**src/hdl/adir_pkg.sv**
```systemverilog
// ----------------------------------------------------------------------------
// adir_pkg
// Shared constants, codes, sideband types and the CORDIC angle table of the
// angular direction sampler.
// ----------------------------------------------------------------------------
package adir_pkg;

  localparam int FRAC_BITS     = 22;
  localparam int RAND_BITS     = 24;
  localparam int CORDIC_STAGES = 24;
  localparam int VAL_W         = FRAC_BITS + 2;
  localparam int SQ_W          = 2 * VAL_W;

  localparam logic signed [VAL_W:0] ONE_Q = (VAL_W + 1)'(1) <<< FRAC_BITS;
  localparam logic [30:0] GAIN_Q31 = 31'd1304065748;

  // mode register codes; the unused code behaves as uniform
  localparam logic [1:0] MODE_UNIFORM = 2'd0;
  localparam logic [1:0] MODE_FWD     = 2'd1;
  localparam logic [1:0] MODE_BWD     = 2'd2;

  // configuration register indexes
  localparam logic [1:0] REG_MODE     = 2'd0;
  localparam logic [1:0] REG_COS_LOW  = 2'd1;
  localparam logic [1:0] REG_COS_HIGH = 2'd2;

  // carried alongside the first square root
  typedef struct packed {
    logic [1:0]               mode;
    logic [RAND_BITS-1:0]     u2;
    logic signed [VAL_W:0]    cz;
  } polar_meta_t;

  // carried alongside the second square root
  typedef struct packed {
    logic [RAND_BITS-1:0]     u2;
    logic signed [VAL_W-1:0]  cz;
  } dir_meta_t;

  // atan(2^-i) in units of 2^-32 turn
  function automatic logic [31:0] atan_turn(input int i);
    logic [31:0] t;
    case (i)
      0:  t = 32'd536870912;
      1:  t = 32'd316933406;
      2:  t = 32'd167458907;
      3:  t = 32'd85004756;
      4:  t = 32'd42667331;
      5:  t = 32'd21354465;
      6:  t = 32'd10679838;
      7:  t = 32'd5340245;
      8:  t = 32'd2670163;
      9:  t = 32'd1335087;
      10: t = 32'd667544;
      11: t = 32'd333772;
      12: t = 32'd166886;
      13: t = 32'd83443;
      14: t = 32'd41722;
      15: t = 32'd20861;
      16: t = 32'd10430;
      17: t = 32'd5215;
      18: t = 32'd2608;
      19: t = 32'd1304;
      20: t = 32'd652;
      21: t = 32'd326;
      22: t = 32'd163;
      23: t = 32'd81;
      24: t = 32'd41;
      25: t = 32'd20;
      26: t = 32'd10;
      27: t = 32'd5;
      28: t = 32'd3;
      29: t = 32'd1;
      30: t = 32'd1;
      default: t = 32'd0;
    endcase
    return t;
  endfunction

endpackage

```
**src/hdl/adir_isqrt.sv**
```systemverilog
// ----------------------------------------------------------------------------
// adir_isqrt
// Pipelined floor square root, one result bit per stage, with sideband.
// ----------------------------------------------------------------------------
module adir_isqrt
  import adir_pkg::*;
#(
  parameter int N    = 24,
  parameter int SB_W = 8
) (
  input  logic              clk,
  input  logic              rst_n,
  input  logic              en,
  input  logic              in_valid,
  input  logic [2*N-1:0]    rad,
  input  logic [SB_W-1:0]   in_sb,
  output logic              out_valid,
  output logic [N-1:0]      root,
  output logic [SB_W-1:0]   out_sb
);

  logic            vld_r [N];
  logic [2*N-1:0]  rem_r [N];
  logic [2*N-1:0]  res_r [N];
  logic [SB_W-1:0] sb_r  [N];

  for (genvar i = 0; i < N; i++) begin : g_stage
    localparam logic [2*N-1:0] BIT = (2*N)'(1) << (2 * (N - 1 - i));
    logic            vin;
    logic [2*N-1:0]  rin, qin, trial;
    logic [SB_W-1:0] sbin;

    if (i == 0) begin : g_first
      assign vin  = in_valid;
      assign rin  = rad;
      assign qin  = '0;
      assign sbin = in_sb;
    end else begin : g_next
      assign vin  = vld_r[i-1];
      assign rin  = rem_r[i-1];
      assign qin  = res_r[i-1];
      assign sbin = sb_r[i-1];
    end

    assign trial = qin + BIT;

    always_ff @(posedge clk) begin
      if (!rst_n) begin
        vld_r[i] <= 1'b0;
      end else if (en) begin
        vld_r[i] <= vin;
      end
      if (en) begin
        sb_r[i] <= sbin;
        if (rin >= trial) begin
          rem_r[i] <= rin - trial;
          res_r[i] <= (qin >> 1) + BIT;
        end else begin
          rem_r[i] <= rin;
          res_r[i] <= qin >> 1;
        end
      end
    end
  end

  assign out_valid = vld_r[N-1];
  assign root      = res_r[N-1][N-1:0];
  assign out_sb    = sb_r[N-1];

endmodule

```
**config.mk**
```make
export PLATFORM = sky130hd
export DESIGN_NAME = adir_isqrt
export DESIGN_NICKNAME = d
export VERILOG_FILES = /design/src/hdl/adir_pkg.sv /design/src/hdl/adir_isqrt.sv
export SDC_FILE = /design/constraint.sdc
export NUM_CORES = 2
export LEC_CHECK = 0
export BUFFER_PORTS_ARGS = -buffer_cell sky130_fd_sc_hd__buf_2
export CELL_PAD_IN_SITES_DETAIL_PLACEMENT = 0
export CELL_PAD_IN_SITES_GLOBAL_PLACEMENT = 1
export CORE_MARGIN = 10
export CORE_UTILIZATION = 53
export CTS_CLUSTER_SIZE = 24
export DETAILED_ROUTE_END_ITERATION = 6
export PLACE_DENSITY = 0.84
export SETUP_SLACK_MARGIN = 0.15
export SLEW_MARGIN = 20
export SYNTH_ARGS = -nofsm -noshare
export SYNTH_HDL_FRONTEND = slang
export SYNTH_SLANG_ARGS = --single-unit
```
**constraint.sdc**
```tcl
create_clock -name clk -period 4.7 [get_ports clk]
set_clock_uncertainty 0.15 [all_clocks]
set_input_delay 0.705 -clock clk [delete_from_list [all_inputs] [get_ports clk]]
set_output_delay 0.705 -clock clk [all_outputs]
set_load 0.02 [all_outputs]
```
==> impl_metrics.tcl <==
set metrics [dict create \
    ir_worst_vdd_mv 0.359 \
    ys_ff_latch 1620 \
    syn-num-nets 5989 \
    final_cell_mix "edfxtp_1 (1619), nand2_1 (450), inv_1 (402), o21ai_0 (328), ha_1 (322)" \
    hold_viol 0 \
    outcome "complete, but fails checks" \
    drt_iter0_drc 3970 \
    root_buffer "clkbuf_16" \
    synth_area_mm2 0.0740 \
    grt_use_total_pct 20.1 \
    wl_per_cell_um 20.2 \
    critPathMaxFanout 12 \
    htree_levels 4 \
    io_buffers 92 \
    grt_pass1_wl_um 247000 \
    start_util_pct 53.2 \
    crit_type "reg2reg" \
    powerDensity_mw_per_mm2 462 \
    syn2layout_area_growth_pct 12.0 \
    pwr-share-comb_pct 15.7 \
    clock_sinks 1620 \
    cap_violations 0 \
    routed_wl_um 159000 \
    endpoint_kind "flip-flop" \
    io_pins 93 \
    rows 137 \
    grt_start_max_net_pins 164 \
    finalSetupTns_ns 0 \
    drc 1 \
    synth_warnings 0 \
    critPathArrivalTime_ns 4.59 \
    synth.top_cell.area_share_pct 65.7 \
    max_freq_mhz 238 \
    crit_required_ns 5.09 \
    synth_top_flop_cell "edfxtp_1" \
    synthTopCellsByArea "edfxtp_1 (66%), ha_1 (5.4%), xnor2_1 (3.2%), xor2_1 (2.5%), nand2_1 (2.3%)" \
    synth_edf_count 1619 \
    rsz0062_at_grt "false" \
    setup_viol 0 \
    holdWs_ns 0.0745 \
    vias 44341 \
    synth_top_area_cell "edfxtp_1" \
    p_sw_share_pct 26.9 \
    gr-total-overflow 0 \
    grt_pass1_vias 43741 \
    cts_tree "yes" \
    place_congestion 0.895 \
    via_per_inst 5.65 \
    syn_area_per_cell_um2 13.2 \
    final_max_slew_viol_count 0 \
    die_area_mm2 0.155 \
    pwr-share-clk_pct 34.2 \
    dp_hpwl_um 115000 \
    pwr-share-seq_pct 50.1 \
    fin_crit_ns 4.20 \
    clkLatencyLatePin_ns 0.82 \
    fillCellCount 10824 \
    hold_path_class "in2reg" \
    power.internal_mw 28.0 \
    cts_buffers 163 \
    critPathLaunchType "flip-flop" \
    cts_buffer_depth 3 \
    relSlewSlack_pct 29.8 \
    syn_inst 5607 \
    cts_resized 0 \
    die_x_um 394 \
    fin_crit_sh_pct 89.5 \
    worst_pin_slew_ns 1.05 \
    coreArea_mm2 0.139 \
    drive_gt1_share_pct 7.68 \
    synthArstFlopShare_pct 0 \
    synth.distinct_cells 85 \
    p_switching_mw 10.3 \
    dr.pass1.iters 7 \
    ant_nets 0 \
    final_nets 6226 \
    violations "DRC" \
    antenna_found_initial 3 \
    clk_pin_slew_ns 0.06 \
    leakage_nw 30.8 \
    die_y_um 394 \
    mostFrequentLayoutCell "edfxtp_1" \
    yosysSeqAreaShare_pct 65.8 \
]
[final timing paths]
check	start	to	slack, ns	depth (start not counted)
hold / removal	in_valid	vld_r[0][0]$_DFFE_PP_	0.07	2
setup / recovery	rem_r[5][75]$_DFFE_PP_	rem_r[5][136]$_DFFE_PP_	0.50	9
hold reg to reg	sb_r[1][14]$_DFFE_PP_	sb_r[1][22]$_DFFE_PP_	0.26	0
setup reg to reg	rem_r[5][75]$_DFFE_PP_	rem_r[5][136]$_DFFE_PP_	0.50	9
[synthesized netlist by cell type (9+ instances only)]
cell / count
o211ai_1: 20
xor2_1: 209
mux2i_1: 15
and3_1: 49
nand4_1: 80
ha_1: 322
or4_1: 24
clkbuf_1: 99
nor3_1: 143
nor2b_1: 59
nor2_1: 278
a21oi_1: 215
nand4b_1: 19
o21ai_0: 328
or2_2: 19
nand2_1: 450
and4_1: 10
nand3_1: 90
edfxtp_1: 1619
inv_1: 402
o31a_1: 9
or3_1: 44
nand3b_1: 20
nor4b_1: 28
mux2_2: 26
o21bai_1: 11
a211oi_1: 33
o2111ai_1: 11
o31ai_1: 26
and2_1: 16
buf_2: 14
a31oi_1: 25
nand2b_1: 86
xnor2_1: 267
a21o_1: 120
o21a_1: 53
a2111oi_0: 9
nor3b_1: 16
a21boi_0: 11
nor4_1: 190
[per-layer routing]
metal / GRT usage, % / up-vias / wire, um
li1: - / 21463 / -
met1: 25.6 / 21454 / 66800
met2: 35.3 / 1153 / 80300
met3: 3.14 / 269 / 8080
met4: 5.67 / 2 / 3710
met5: 0 / - / 13
[registers in the layout, summed over array words and instances, names as in the netlist]
name	count
rem_r	1104
res_r	300
sb_r	192
vld_r	24
[worst max-delay path: stages (launching register included)]
cell	delay, ns
edfxtp_1	0.49
or3_1	0.51
nor4_1	0.60
nand3_1	0.45
nor2_1	0.28
nand4_1	0.15
a31oi_2	0.43
a311o_1	0.55
nor4_1	0.13
xor2_1	0.18
[power groups by stage]
stage | clock [mW] | combinational [mW] | sequential, mW
CTS | 13.4 | 6.00 | 19.2
global placement | 0 | 5.84 | 19.4
floorplan | 0 | 4.55 | 18.9
finish | 13.1 | 6.01 | 19.2
global route | 14.0 | 6.72 | 19.3
detailed placement | 0 | 5.92 | 19.5
[through the flow]
stage,worst slack (ns),total power [mW],util (%),std cells,cell area [um2]
finish,0.495,38.3,59.6,7850,82800
global route,0.280,40.0,59.6,7849,82800
floorplan,0.520,23.5,-,5607,74000
detailed placement,0.703,25.4,55.2,7501,76800
CTS,0.648,38.6,59.6,7849,82800
global placement,0.774,25.3,55.2,7501,76800
[kinds of logic after synthesis]
| family | count (synthesis) | share of synthesized area, % |
|---|---|---|
| xor+xnor | 476 | 5.64 |
| flops | 1620 | 65.8 |
| compound gates | 966 | 8.19 |
| fa+ha+maj | 322 | 5.45 |
| simple gates | 1657 | 11.6 |
| mux | 41 | 0.599 |
| buf+inv | 525 | 2.71 |
[area by class of cell]
cell class | instances | area, um2 | area share (%)
Sequential cell | 1620 | 48600 | 58.7
Clock inverter | 109 | 1320 | 1.60
Timing Repair Buffer | 195 | 1450 | 1.75
Inverter | 402 | 1510 | 1.82
Multi-Input combinational cell | 3462 | 23400 | 28.2
Antenna cell | 1 | 2.50 | 0.00302
Tap cell | 1876 | 2350 | 2.83
Clock buffer | 185 | 4160 | 5.03
[timing repair]
item / in CTS / in global routing
hold endpoints to repair: 54 / 0
setup buffers: 0 / 0
hold buffers: 54 / 0
(Power assumes the default switching activity.)
